`src/rtl/mbps_pkg.sv`:
```
// Package: shared widths, register indexes, result kinds and record types for the pattern search.
`default_nettype none

package mbps_pkg;

    localparam int BYTE_W     = 8;
    localparam int ADDR_W     = 64;
    localparam int COUNT_W    = 32;
    localparam int LEN_W      = 4;
    localparam int CFG_IDX_W  = 3;
    localparam int CFG_DATA_W = 64;
    localparam int PAT_BYTES  = 8;

    typedef enum logic [CFG_IDX_W-1:0] {
        CFG_PATTERN_BYTES  = 3'd0,
        CFG_CARE_MASK      = 3'd1,
        CFG_PATTERN_LENGTH = 3'd2,
        CFG_STOP_AFTER     = 3'd3,
        CFG_BASE_ADDRESS   = 3'd4
    } t_cfg_index;

    localparam logic KIND_MATCH   = 1'b0;
    localparam logic KIND_SUMMARY = 1'b1;

    typedef struct packed {
        logic [PAT_BYTES*BYTE_W-1:0] pattern_bytes;
        logic [PAT_BYTES-1:0]        care_mask;
        logic [LEN_W-1:0]            pattern_length;
        logic [COUNT_W-1:0]          stop_after;
        logic [ADDR_W-1:0]           base_address;
    } t_cfg;

    // One record per input byte that causes results: a match, a summary, or both.
    typedef struct packed {
        logic                has_match;
        logic                has_end;
        logic [ADDR_W-1:0]   match_address;
        logic [COUNT_W-1:0]  match_total;
        logic [ADDR_W-1:0]   first_address;
    } t_rec;

endpackage

`default_nettype wire

```
`src/rtl/mbps_if.sv`:
```
// Interfaces: byte input channel and result output channel with valid/ready handshake.
`default_nettype none

interface mbps_in_if;
    import mbps_pkg::*;

    logic              valid;
    logic              ready;
    logic [BYTE_W-1:0] data_byte;
    logic              end_of_range;

    modport source (output valid, output data_byte, output end_of_range, input ready);
    modport sink   (input valid, input data_byte, input end_of_range, output ready);
endinterface

interface mbps_out_if;
    import mbps_pkg::*;

    logic               valid;
    logic               ready;
    logic               kind;
    logic [ADDR_W-1:0]  match_address;
    logic [COUNT_W-1:0] match_total;
    logic [ADDR_W-1:0]  first_address;
    logic               last;

    modport source (output valid, output kind, output match_address, output match_total,
                    output first_address, output last, input ready);
    modport sink   (input valid, input kind, input match_address, input match_total,
                    input first_address, input last, output ready);
endinterface

`default_nettype wire

```
`src/rtl/masked_byte_pattern_search_top.sv`:
```
// Top level: configuration registers, scan stage and result queue of the masked byte pattern search.
//
//  channel   dir  handshake            payload
//  i_in      in   valid / ready        data_byte, end_of_range
//  o_out     out  valid / ready        kind, match_address, match_total, first_address, last
//  cfg       in   i_cfg_we             i_cfg_index, i_cfg_data
//
//  One byte per cycle while the output does not stall; a byte is compared in the cycle after it is
//  taken; its record is queued before it shows on o_out. A match and a summary of one byte need two
//  output transactions. Reset clears configuration and range state. Output stalls fill the
//  two-entry result queue, then hold the input register and i_in.ready.
`default_nettype none

module masked_byte_pattern_search_top #(
    parameter int PATTERN_LEN = 8
) (
    input  wire logic                            i_clk,
    input  wire logic                            i_rst_n,
    input  wire logic                            i_cfg_we,
    input  wire logic [mbps_pkg::CFG_IDX_W-1:0]  i_cfg_index,
    input  wire logic [mbps_pkg::CFG_DATA_W-1:0] i_cfg_data,
    mbps_in_if.sink                              i_in,
    mbps_out_if.source                           o_out
);
    import mbps_pkg::*;

    t_cfg r_cfg;
    t_rec w_rec;
    logic w_rec_valid;
    logic w_rec_ready;

    always_ff @(posedge i_clk) begin
        if (!i_rst_n) begin
            r_cfg <= '0;
        end else if (i_cfg_we) begin
            case (t_cfg_index'(i_cfg_index))
                CFG_PATTERN_BYTES: begin
                    r_cfg.pattern_bytes <= i_cfg_data;
                end
                CFG_CARE_MASK: begin
                    r_cfg.care_mask <= i_cfg_data[PAT_BYTES-1:0];
                end
                CFG_PATTERN_LENGTH: begin
                    r_cfg.pattern_length <= i_cfg_data[LEN_W-1:0];
                end
                CFG_STOP_AFTER: begin
                    r_cfg.stop_after <= i_cfg_data[COUNT_W-1:0];
                end
                CFG_BASE_ADDRESS: begin
                    r_cfg.base_address <= i_cfg_data;
                end
                default: begin
                end
            endcase
        end
    end

    mbps_scan #(
        .PATTERN_LEN (PATTERN_LEN)
    ) u_scan (
        .i_clk       (i_clk),
        .i_rst_n     (i_rst_n),
        .i_cfg       (r_cfg),
        .i_in        (i_in),
        .o_rec_valid (w_rec_valid),
        .o_rec       (w_rec),
        .i_rec_ready (w_rec_ready)
    );

    mbps_out u_out (
        .i_clk       (i_clk),
        .i_rst_n     (i_rst_n),
        .i_rec_valid (w_rec_valid),
        .i_rec       (w_rec),
        .o_rec_ready (w_rec_ready),
        .o_out       (o_out)
    );

`ifndef ASSERT_OFF
    a_summary_form: assert property (@(posedge i_clk) disable iff (!i_rst_n)
        (o_out.valid && (o_out.kind == KIND_SUMMARY))
            |-> (o_out.last && (o_out.match_address == '0)))
        else $error("summary without last or with nonzero address");

    a_summary_follows: assert property (@(posedge i_clk) disable iff (!i_rst_n)
        (o_out.valid && o_out.ready && !o_out.last)
            |=> (o_out.valid && (o_out.kind == KIND_SUMMARY)))
        else $error("match report with last low not followed by summary");

    a_match_counted: assert property (@(posedge i_clk) disable iff (!i_rst_n)
        (o_out.valid && (o_out.kind == KIND_MATCH))
            |-> ((o_out.match_total != '0) && (o_out.first_address <= o_out.match_address
                 || o_out.match_total != 32'd1)))
        else $error("match report with inconsistent count");

    a_rec_waits: assert property (@(posedge i_clk) disable iff (!i_rst_n)
        (w_rec_valid && !w_rec_ready) |=> $stable(w_rec))
        else $error("scan record changed while queue full");
`endif

endmodule

`default_nettype wire

```
`src/rtl/mbps_scan.sv`:
```
// Scan stage: input register, byte window, parallel masked compare and per-range counters.
`default_nettype none

module mbps_scan #(
    parameter int PATTERN_LEN = 8
) (
    input  wire logic          i_clk,
    input  wire logic          i_rst_n,
    input  wire mbps_pkg::t_cfg i_cfg,
    mbps_in_if.sink            i_in,
    output logic               o_rec_valid,
    output mbps_pkg::t_rec     o_rec,
    input  wire logic          i_rec_ready
);
    import mbps_pkg::*;

    logic              r_in_valid;
    logic [BYTE_W-1:0] r_in_byte;
    logic              r_in_end;

    logic [BYTE_W-1:0] r_win [PATTERN_LEN];
    logic [BYTE_W-1:0] w_win [PATTERN_LEN];

    logic [ADDR_W-1:0]  r_offset;
    logic [COUNT_W-1:0] r_cnt;
    logic [ADDR_W-1:0]  r_first;
    logic               r_stopped;

    logic [LEN_W-1:0]   w_len;
    logic [LEN_W-1:0]   w_len_m1;
    logic [PATTERN_LEN:1] w_len_hit;
    logic               w_win_match;
    logic               w_match;
    logic [ADDR_W-1:0]  w_addr;
    logic [COUNT_W-1:0] w_cnt;
    logic [ADDR_W-1:0]  w_first;
    logic               w_stop;
    logic               w_has_result;
    logic               w_advance;
    logic               w_accept;

    // Window after the held byte shifts in; slot 0 is the newest byte.
    always_comb begin
        w_win[0] = r_in_byte;
        for (int k = 1; k < PATTERN_LEN; k++) begin
            w_win[k] = r_win[k-1];
        end
    end

    assign w_len = (i_cfg.pattern_length > LEN_W'(PATTERN_LEN)) ? LEN_W'(PATTERN_LEN)
                                                                : i_cfg.pattern_length;
    assign w_len_m1 = w_len - LEN_W'(1);

    // One compare set per possible length, all over fixed window slots.
    always_comb begin
        logic hit;
        logic any;
        for (int l = 1; l <= PATTERN_LEN; l++) begin
            hit = 1'b1;
            any = 1'b0;
            for (int i = 0; i < l; i++) begin
                if (i_cfg.care_mask[i]) begin
                    any = 1'b1;
                    if (i_cfg.pattern_bytes[BYTE_W*i +: BYTE_W] != w_win[l-1-i]) begin
                        hit = 1'b0;
                    end
                end
            end
            w_len_hit[l] = hit && any;
        end
    end

    always_comb begin
        w_win_match = 1'b0;
        for (int l = 1; l <= PATTERN_LEN; l++) begin
            if (w_len == LEN_W'(l)) begin
                w_win_match = w_len_hit[l];
            end
        end
    end

    assign w_match = r_in_valid && !r_stopped && (w_len != '0)
                     && (r_offset >= ADDR_W'(w_len_m1)) && w_win_match;
    assign w_addr  = i_cfg.base_address + r_offset - ADDR_W'(w_len_m1);

    assign w_cnt   = !w_match ? r_cnt : ((r_cnt == '1) ? r_cnt : r_cnt + COUNT_W'(1));
    assign w_first = (w_match && (r_cnt == '0)) ? w_addr : r_first;
    assign w_stop  = r_stopped
                     || (w_match && (i_cfg.stop_after != '0) && (w_cnt >= i_cfg.stop_after));

    assign w_has_result = w_match || r_in_end;
    assign w_advance    = r_in_valid && (i_rec_ready || !w_has_result);
    assign w_accept     = i_in.valid && i_in.ready;
    assign i_in.ready   = !r_in_valid || w_advance;

    assign o_rec_valid         = r_in_valid && w_has_result;
    assign o_rec.has_match     = w_match;
    assign o_rec.has_end       = r_in_end;
    assign o_rec.match_address = w_addr;
    assign o_rec.match_total   = w_cnt;
    assign o_rec.first_address = w_first;

    always_ff @(posedge i_clk) begin
        if (!i_rst_n) begin
            r_in_valid <= 1'b0;
        end else if (w_accept) begin
            r_in_valid <= 1'b1;
        end else if (w_advance) begin
            r_in_valid <= 1'b0;
        end
    end

    always_ff @(posedge i_clk) begin
        if (w_accept) begin
            r_in_byte <= i_in.data_byte;
            r_in_end  <= i_in.end_of_range;
        end
        if (w_advance) begin
            r_win <= w_win;
        end
    end

    always_ff @(posedge i_clk) begin
        if (!i_rst_n) begin
            r_offset  <= '0;
            r_cnt     <= '0;
            r_first   <= '0;
            r_stopped <= 1'b0;
        end else if (w_advance) begin
            if (r_in_end) begin
                r_offset  <= '0;
                r_cnt     <= '0;
                r_first   <= '0;
                r_stopped <= 1'b0;
            end else begin
                r_offset  <= (r_offset == '1) ? r_offset : r_offset + ADDR_W'(1);
                r_cnt     <= w_cnt;
                r_first   <= w_first;
                r_stopped <= w_stop;
            end
        end
    end

endmodule

`default_nettype wire

```
`src/rtl/mbps_out.sv`:
```
// Result queue: two-entry record buffer that expands each record into one or two transactions.
`default_nettype none

module mbps_out (
    input  wire logic           i_clk,
    input  wire logic           i_rst_n,
    input  wire logic           i_rec_valid,
    input  wire mbps_pkg::t_rec i_rec,
    output logic                o_rec_ready,
    mbps_out_if.source          o_out
);
    import mbps_pkg::*;

    localparam int DEPTH = 2;
    localparam int PTR_W = $clog2(DEPTH);
    localparam int CNT_W = $clog2(DEPTH + 1);

    t_rec             r_mem [DEPTH];
    logic [PTR_W-1:0] r_wr_ptr;
    logic [PTR_W-1:0] r_rd_ptr;
    logic [CNT_W-1:0] r_count;
    logic             r_phase;

    t_rec             w_head;
    logic             w_match_part;
    logic             w_fire;
    logic             w_pop;
    logic             w_push;

    assign w_head       = r_mem[r_rd_ptr];
    // Match part goes first; a record with both then gives its summary.
    assign w_match_part = w_head.has_match && !r_phase;

    assign o_out.valid         = (r_count != '0);
    assign o_out.kind          = w_match_part ? KIND_MATCH : KIND_SUMMARY;
    assign o_out.match_address = w_match_part ? w_head.match_address : '0;
    assign o_out.match_total   = w_head.match_total;
    assign o_out.first_address = w_head.first_address;
    assign o_out.last          = w_match_part ? !w_head.has_end : 1'b1;

    assign w_fire      = o_out.valid && o_out.ready;
    assign w_pop       = w_fire && o_out.last;
    assign o_rec_ready = (r_count != CNT_W'(DEPTH));
    assign w_push      = i_rec_valid && o_rec_ready;

    always_ff @(posedge i_clk) begin
        if (!i_rst_n) begin
            r_wr_ptr <= '0;
            r_rd_ptr <= '0;
            r_count  <= '0;
            r_phase  <= 1'b0;
        end else begin
            if (w_push) begin
                r_wr_ptr <= r_wr_ptr + PTR_W'(1);
            end
            if (w_pop) begin
                r_rd_ptr <= r_rd_ptr + PTR_W'(1);
            end
            r_count <= r_count + CNT_W'(w_push) - CNT_W'(w_pop);
            if (w_fire) begin
                r_phase <= !o_out.last;
            end
        end
    end

    always_ff @(posedge i_clk) begin
        if (w_push) begin
            r_mem[r_wr_ptr] <= i_rec;
        end
    end

endmodule

`default_nettype wire

```
`src/flat_wrapper.sv`:
```
// flat-port wrapper written by rule: the top's interface ports become plain ports
module masked_byte_pattern_search_top_flat import mbps_pkg::*;
#(
    parameter int PATTERN_LEN = 8
)
  (i_clk, i_rst_n, i_cfg_we, i_cfg_index, i_cfg_data, i_in_valid, i_in_data_byte, i_in_end_of_range, i_in_ready, o_out_valid, o_out_kind, o_out_match_address, o_out_match_total, o_out_first_address, o_out_last, o_out_ready);
  mbps_in_if i_in_i ();
  mbps_out_if o_out_i ();
  input  wire logic i_clk;
  input  wire logic i_rst_n;
  input  wire logic i_cfg_we;
  input  wire logic [mbps_pkg::CFG_IDX_W-1:0] i_cfg_index;
  input  wire logic [mbps_pkg::CFG_DATA_W-1:0] i_cfg_data;
  input wire logic [$bits(i_in_i.valid)-1:0] i_in_valid;
  input wire logic [$bits(i_in_i.data_byte)-1:0] i_in_data_byte;
  input wire logic [$bits(i_in_i.end_of_range)-1:0] i_in_end_of_range;
  output wire logic [$bits(i_in_i.ready)-1:0] i_in_ready;
  output wire logic [$bits(o_out_i.valid)-1:0] o_out_valid;
  output wire logic [$bits(o_out_i.kind)-1:0] o_out_kind;
  output wire logic [$bits(o_out_i.match_address)-1:0] o_out_match_address;
  output wire logic [$bits(o_out_i.match_total)-1:0] o_out_match_total;
  output wire logic [$bits(o_out_i.first_address)-1:0] o_out_first_address;
  output wire logic [$bits(o_out_i.last)-1:0] o_out_last;
  input wire logic [$bits(o_out_i.ready)-1:0] o_out_ready;
  assign i_in_i.valid = i_in_valid;
  assign i_in_i.data_byte = i_in_data_byte;
  assign i_in_i.end_of_range = i_in_end_of_range;
  assign i_in_ready = i_in_i.ready;
  assign o_out_valid = o_out_i.valid;
  assign o_out_kind = o_out_i.kind;
  assign o_out_match_address = o_out_i.match_address;
  assign o_out_match_total = o_out_i.match_total;
  assign o_out_first_address = o_out_i.first_address;
  assign o_out_last = o_out_i.last;
  assign o_out_i.ready = o_out_ready;
  masked_byte_pattern_search_top #(.PATTERN_LEN(PATTERN_LEN)) u_core (.i_clk(i_clk), .i_rst_n(i_rst_n), .i_cfg_we(i_cfg_we), .i_cfg_index(i_cfg_index), .i_cfg_data(i_cfg_data), .i_in(i_in_i), .o_out(o_out_i));
endmodule
```
`config.mk`:
```
export PLATFORM = sky130hd
export DESIGN_NAME = masked_byte_pattern_search_top_flat
export DESIGN_NICKNAME = d
export VERILOG_FILES = /design/src/rtl/mbps_pkg.sv /design/src/rtl/mbps_if.sv /design/src/rtl/masked_byte_pattern_search_top.sv /design/src/rtl/mbps_scan.sv /design/src/rtl/mbps_out.sv /design/src/flat_wrapper.sv
export SDC_FILE = /design/constraint.sdc
export NUM_CORES = 2
export LEC_CHECK = 0
export ABC_CLOCK_PERIOD_IN_PS = 9560
export BUFFER_PORTS_ARGS = -buffer_cell sky130_fd_sc_hd__clkbuf_2
export CAP_MARGIN = 20
export CORE_UTILIZATION = 50
export DETAILED_ROUTE_END_ITERATION = 16
export PLACE_DENSITY = 0.68
export SYNTH_ARGS = -nofsm -noshare
export SYNTH_HDL_FRONTEND = slang
export SYNTH_HIERARCHICAL = 1
export SYNTH_SLANG_ARGS = --single-unit
```
`constraint.sdc`:
```
create_clock -name i_clk -period 9.56 [get_ports i_clk]
set_input_delay 1.912 -clock i_clk [delete_from_list [all_inputs] [get_ports i_clk]]
set_output_delay 1.912 -clock i_clk [all_outputs]
set_load 0.01 [all_outputs]
```
== Word level (Yosys, flattened, before mapping) ==
Memories as Yosys holds them, arrays and structs flattened. A register that Yosys moved wholly into a read port is not among the register bits.
Index checks and enable logic that the tools add are counted.
Storage, ports and cells
  input bits: 81
  memory bits (writable): 324
  memories kept: 1
  flip-flop bits (word level): 404
  logic and storage cells: 238
  output and inout bits: 164
Cells by class
  equality and inequality tests: 52
  muxes and demuxes: 106
  $lt $le $gt $ge: 3
  $add $sub $neg: 9
  reduce and logical (&&, ||, !) cells: 44
Memory list
  u_core.u_out.r_mem: words 2, width 162, read ports 1, clocked after Yosys merged registers in 1, wr ports 1, line mbps_out.sv:18  | t_rec r_mem [DEPTH];
Operators by type and width (count)
  $mux 64: 5
  $ne 8x8->1: 36
  $mux 1: 97
  $mux 32: 3
  $add 64x1->64 const B: 1
  $add 64x64->64: 1
  $eq 64x64->1 const B: 1
  $ge 64x4->1: 1
  $sub 64x4->64: 1
  $add 32x1->32 const B: 1
  $eq 32x32->1 const B: 1
  $ge 32x32->1: 1
  $logic_not 32->1: 1
  $reduce_bool 32->1: 1
  $logic_and 1x1->1: 22
  $eq 4x3->1 const B: 4
  $reduce_and 2->1: 6
  $eq 4x2->1 const B: 2
  $eq 3x2->1 const B: 2
  $logic_not 1->1: 6
  $eq 4x1->1 const B: 1
  $eq 4x4->1 const B: 1
  $gt 4x4->1 const B: 1
  $logic_or 1x1->1: 4
  other kinds (11): 14

== Longest topological paths before layout ==
  depth after elaboration: 27
  mapped depth: 25
  gate-level depth less buffers: 24

== By module ==
Netlist, hierarchy kept.
By module, submodules not included
  mbps_scan: area each 20741.1 µm², sequential area each 5195.0 µm², cells an instance 2655, instances 1
  mbps_out: area each 12184.2 µm², sequential area each 9849.4 µm², cells an instance 610, instances 1
  masked_byte_pattern_search_top: area each 6392.4 µm², sequential area each 3443.3 µm², cells an instance 630, instances 1

== Worst setup path after synthesis ==
OpenSTA, ideal clock, no wires.
  path kind: register -> register
  start: register u_core/r_cfg[99] (netlist name)
  end: memory u_core/u_out/r_mem[1][0] (netlist name) (enable)
  data arrival time: 6.182 ns
  period minus slack after synthesis: 6.724 ns
  setup slack: 2.836 ns
  required time: 9.018 ns
  stages on the path, launching flop included: 14
  cell sequence: dfxtp_1 > nand2b_1 > ha_1 > ha_1 > inv_1 > a221o_1 > o221ai_1 > a311oi_1 > nand2_1 > a21o_1 > inv_2 > o21ai_0 > inv_1 > and3_1
On the way
  cells in the longest elaborated chain, start to end: 17
Ends and longest elaborated chain
  from (decl): line masked_byte_pattern_search_top.sv:27  | t_cfg r_cfg;
  $gt 4x4->1: line mbps_scan.sv:50  | assign w_len = (i_cfg.pattern_length > LEN_W'(PATTERN_LEN)) ? LEN_W'(PATTERN_LEN)
  $mux 4 (*): line mbps_scan.sv:50
  parallel branches: the longest is 9 deep, another holds $ge 64x4->1
  $logic_and 1x1->1 (*): line mbps_scan.sv:83  | && (r_offset >= ADDR_W'(w_len_m1)) && w_win_match;
  $logic_or 1x1->1 (*): line mbps_scan.sv:91  | assign w_has_result = w_match || r_in_end;
  $logic_and 1x1->1 (*): line mbps_scan.sv:96  | assign o_rec_valid = r_in_valid && w_has_result;
  named net u_core.w_rec_valid: line masked_byte_pattern_search_top.sv:29  | logic w_rec_valid;
  $logic_and 1x1->1 (*): line mbps_out.sv:44  | assign w_push = i_rec_valid && o_rec_ready;
  $mux 1 (*): line mbps_out.sv:67  | if (w_push) begin
  $mux 1 (implied by the code) (*): line mbps_out.sv:68  | r_mem[r_wr_ptr] <= i_rec;
  to (decl): line mbps_out.sv:18
Mark *: on every way through the listed nets, which the timed path passes.

==> impl_metrics.csv <==
group,metric,value,unit
grt,grt_pass1_wl,165700,um
grt,grt_max_degree,145,
clock_network,cts.path.max_buffers,3,
clock_network,cts_buffers,80,
clock_network,cts_setup_buffers,0,
sta,setup_viol,0,
route,first_iter_violations,2433,
floorplanning,floorplan.die_area,79760,um2
setup_path,r2r-start,"u_core/u_scan/r_in_byte[0]$_DFFE_PP_",
pwr,intPower,5894,uW
yosys,ys_seq_area_share,47.02,%
yosys,ys_seq_elements,729,
setup_path,crit_path_end_kind,"flop",
setup_path,reg2regPathDepth,20,
cells_and_area,drive_gt1_share,13.67,%
place,io_buffers,244,
grt,grt_pass1_vias,27130,
sta,max_freq,0.1504,GHz
setup_path,cp-start-kind,"flop",
sta,tightestPinTransition,1.090,ns
pwr,p_leak,0.01745,uW
route,postRouteAntennaNets,0,
setup_path,arrival,7.15,ns
yosys,avgSynthCellArea,10.09,um2
yosys,synth_edf_count,389,
route,wire_per_inst,21.57,um
flow_run,cap_violations,0,
yosys,synthArstFlopShare,0,%
cells_and_area,final_cell_mix,"nand2_1 (505), edfxtp_1 (389), xnor2_1 (341)",
route,viasPerCell,5.683,
pwr,clkPwrFrac,40.8,%
place,place_hpwl,78560,um
setup_path,worstSetupStartpoint,"u_core/u_scan/r_in_byte[0]$_DFFE_PP_",
setup_path,worstReg2RegEnd,"u_core/u_scan/r_stopped$_SDFFE_PN0P_",
floorplanning,die_y,282.4,um
sta,hold_viol,0,
clock_network,clk_pin_slew,0.06,ns
pwr,comb_power_share,15.2,%
setup_path,reg2reg_setup_slack,2.91,ns
place,place.gp.congestion,0.9750,
sta,fin_crit,6.650,ns
floorplanning,initial_core_util,50.67,%
sta,hold_ws,0.4443,ns
hold_path,hold_class,"reg -> reg",
clock_network,cts_root_buffer,"clkbuf_16",
setup_path,cp-endpoint,"u_core/u_scan/r_stopped$_SDFFE_PN0P_",
pwr,switching_share,26.70,%
sta,post-route-period-util,69.56,%
cells_and_area,layout_commonest_cell,"nand2_1",
sta,max_slew_margin,27.08,%
pwr,irDropWorstVdd,0.1241,mV
floorplanning,fp.dieW,282.4,um
setup_path,crit_fanout,24,
clock_network,clkSinkCount,729,
sta,skew,0.02051,ns
route,finalWirelength,110500,um
route,vias,29110,
pwr,power.switching,2147,uW
clock_network,cts_resized,0,
outcome,status,"completed",
grt,antenna_found_initial,1,
floorplanning,rows,102,
cells_and_area,antennaDiodeCount,0,
floorplanning,boundaryPins,245,
yosys,netlist_instances,3895,
sta,drv_slew,0,
yosys,synth_cell_types,90,
setup_path,critPathKind,"reg -> reg",
grt,grtUsageTotal,27.30,%
cells_and_area,nets,4266,
cells_and_area,area_growth_syn_to_layout,11.72,%
sta,rsz0062_at_grt,"no",
setup_path,required,10.06,ns
yosys,synthFlopType,"edfxtp_1",
pwr,power_density,183.0,nW/um2
route,first_pass_iters,6,
grt,grt_overflow_total,0,
pwr,p_seq_share,44.0,%
route,remaining_drc_errors,0,
clock_network,cts_tree,"done",
yosys,yosysWarnings,6,
clock_network,htree_levels,3,
yosys,synth_area,39320,um2
floorplanning,core_area,77590,um2
yosys,syn_nets,4146,
clock_network,cts_hold_buf,0,
sta,setup_tns,0,ns
clock_network,clk_latency,0.64,ns
[critical path: stages, from the launching register on]
cell and delay [ns]:
edfxtp_1 0.63, xor2_1 0.26, nor4_1 0.75, a31oi_1 0.24, o311ai_1 0.54, nand2_1 0.29
a21o_1 0.32, inv_2 0.28, nand3_1 0.68, or2_2 0.58, xnor2_1 0.30, ha_1 0.32
a21o_1 0.16, a21o_1 0.17, a21o_1 0.16, a21oi_1 0.14, nor2b_1 0.06, o211ai_1 0.16
nand3_1 0.16, o211ai_1 0.21, a21oi_1 0.09
[area by class of cell]
| type | count | area (um2) |
|---|---|---|
| multi-input combinational | 2602 | 18590 |
| clock inverter | 39 | 565.5 |
| clock buffer | 110 | 2238 |
| tap | 1040 | 1301 |
| timing repair buffer | 270 | 1484 |
| inverter | 332 | 1252 |
| sequential | 729 | 18490 |
| fill | 6847 | 33670 |
[power by group through the flow]
stage	registers [uW]	clock network (uW)	logic, uW
2_1_floorplan	3530	0	875
3_3_place_gp	3600	0	1210
3_5_place_dp	3600	0	1220
4_1_cts	3540	3330	1230
5_1_grt	3550	3450	1330
6_report	3540	3280	1230
[logic make-up (layout without fill, tap and decap cells)]
family	count (synthesis)	count (layout)	share of synthesized area, %
AOI/OAI and AO/OA	513	513	8.659
DFF	729	729	47.02
muxes	393	393	10.39
adders and majority gates	170	170	5.448
buffers and inverters	564	751	5.903
xor gates and xnor gates	392	392	8.732
and+or+nand+nor	1134	1134	13.84
[worst min path at each step]
stage | from | cells past startpoint | to
2_1_floorplan | u_core/u_scan/r_first[47]$_SDFFE_PN0P_ | 2 | u_core/u_scan/r_first[47]$_SDFFE_PN0P_
3_3_place_gp | u_core/u_scan/r_first[47]$_SDFFE_PN0P_ | 2 | u_core/u_scan/r_first[47]$_SDFFE_PN0P_
3_5_place_dp | u_core/u_scan/r_first[47]$_SDFFE_PN0P_ | 2 | u_core/u_scan/r_first[47]$_SDFFE_PN0P_
4_1_cts | u_core/u_scan/r_first[47]$_SDFFE_PN0P_ | 2 | u_core/u_scan/r_first[47]$_SDFFE_PN0P_
5_1_grt | u_core/u_scan/r_first[56]$_SDFFE_PN0P_ | 2 | u_core/u_scan/r_first[56]$_SDFFE_PN0P_
6_report | u_core/u_scan/r_first[47]$_SDFFE_PN0P_ | 2 | u_core/u_scan/r_first[47]$_SDFFE_PN0P_
[sequential cells by signal, indices dropped and copies added (netlist names), named ones only]
register	cells
u_core/u_out/r_mem	324
u_core/r_cfg	172
u_core/u_scan/r_first	64
u_core/u_scan/r_offset	64
u_core/u_scan/r_win	56
u_core/u_scan/r_cnt	32
u_core/u_scan/r_in_byte	8
u_core/u_out/r_count	2
u_core/u_out/r_phase	1
u_core/u_out/r_rd_ptr	1
u_core/u_out/r_wr_ptr	1
u_core/u_scan/r_in_end	1
u_core/u_scan/r_in_valid	1
u_core/u_scan/r_stopped	1
[per-stage QoR]
| stage | setup slack [ns] | instance area, um2 | cells | utilization (%) | power (uW) |
|---|---|---|---|---|---|
| detailed placement | 3.091 | 41090 | 4971 | 52.96 | 4823 |
| floorplan | 2.836 | 39320 | 3895 | - | 4401 |
| finish | 2.910 | 43930 | 5122 | 56.61 | 8040 |
| global route | 2.602 | 43930 | 5122 | 56.61 | 8331 |
| global placement | 3.297 | 41080 | 4970 | 52.94 | 4813 |
| CTS | 3.093 | 43890 | 5120 | 56.57 | 8096 |
[cells in the mapped netlist (all sizes together) (20+ instances only)]
library cell | number | area, um2
a21o | 53 | 397.9
a21oi | 117 | 585.6
a22o | 56 | 490.5
a31oi | 27 | 168.9
and2 | 23 | 143.9
and3 | 26 | 162.7
buf | 76 | 489.2
clkbuf | 156 | 585.6
dfxtp | 340 | 6807
edfxtp | 389 | 11680
ha | 168 | 2102
inv | 331 | 1242
mux2 | 122 | 1374
mux2i | 271 | 2713
nand2 | 506 | 1902
nand3 | 65 | 325.3
nand4 | 127 | 800.8
nor2 | 173 | 649.4
nor2b | 20 | 125.1
nor3 | 48 | 250.2
nor4 | 60 | 439.2
o21ai | 116 | 580.6
xnor2 | 341 | 2987
xor2 | 51 | 446.7
[per-layer routing]
layer  up-vias  wire, um  part of all wire (%)  track usage, %
met4         0      3250                   2.9           8.302
met3       169      6922                   6.3           3.775
met5         -         0                     0               0
li1      13900         -                     -               -
met1     14070     51290                    46           39.60
met2       972     49020                    44           42.13
(Power assumes the default switching activity.)
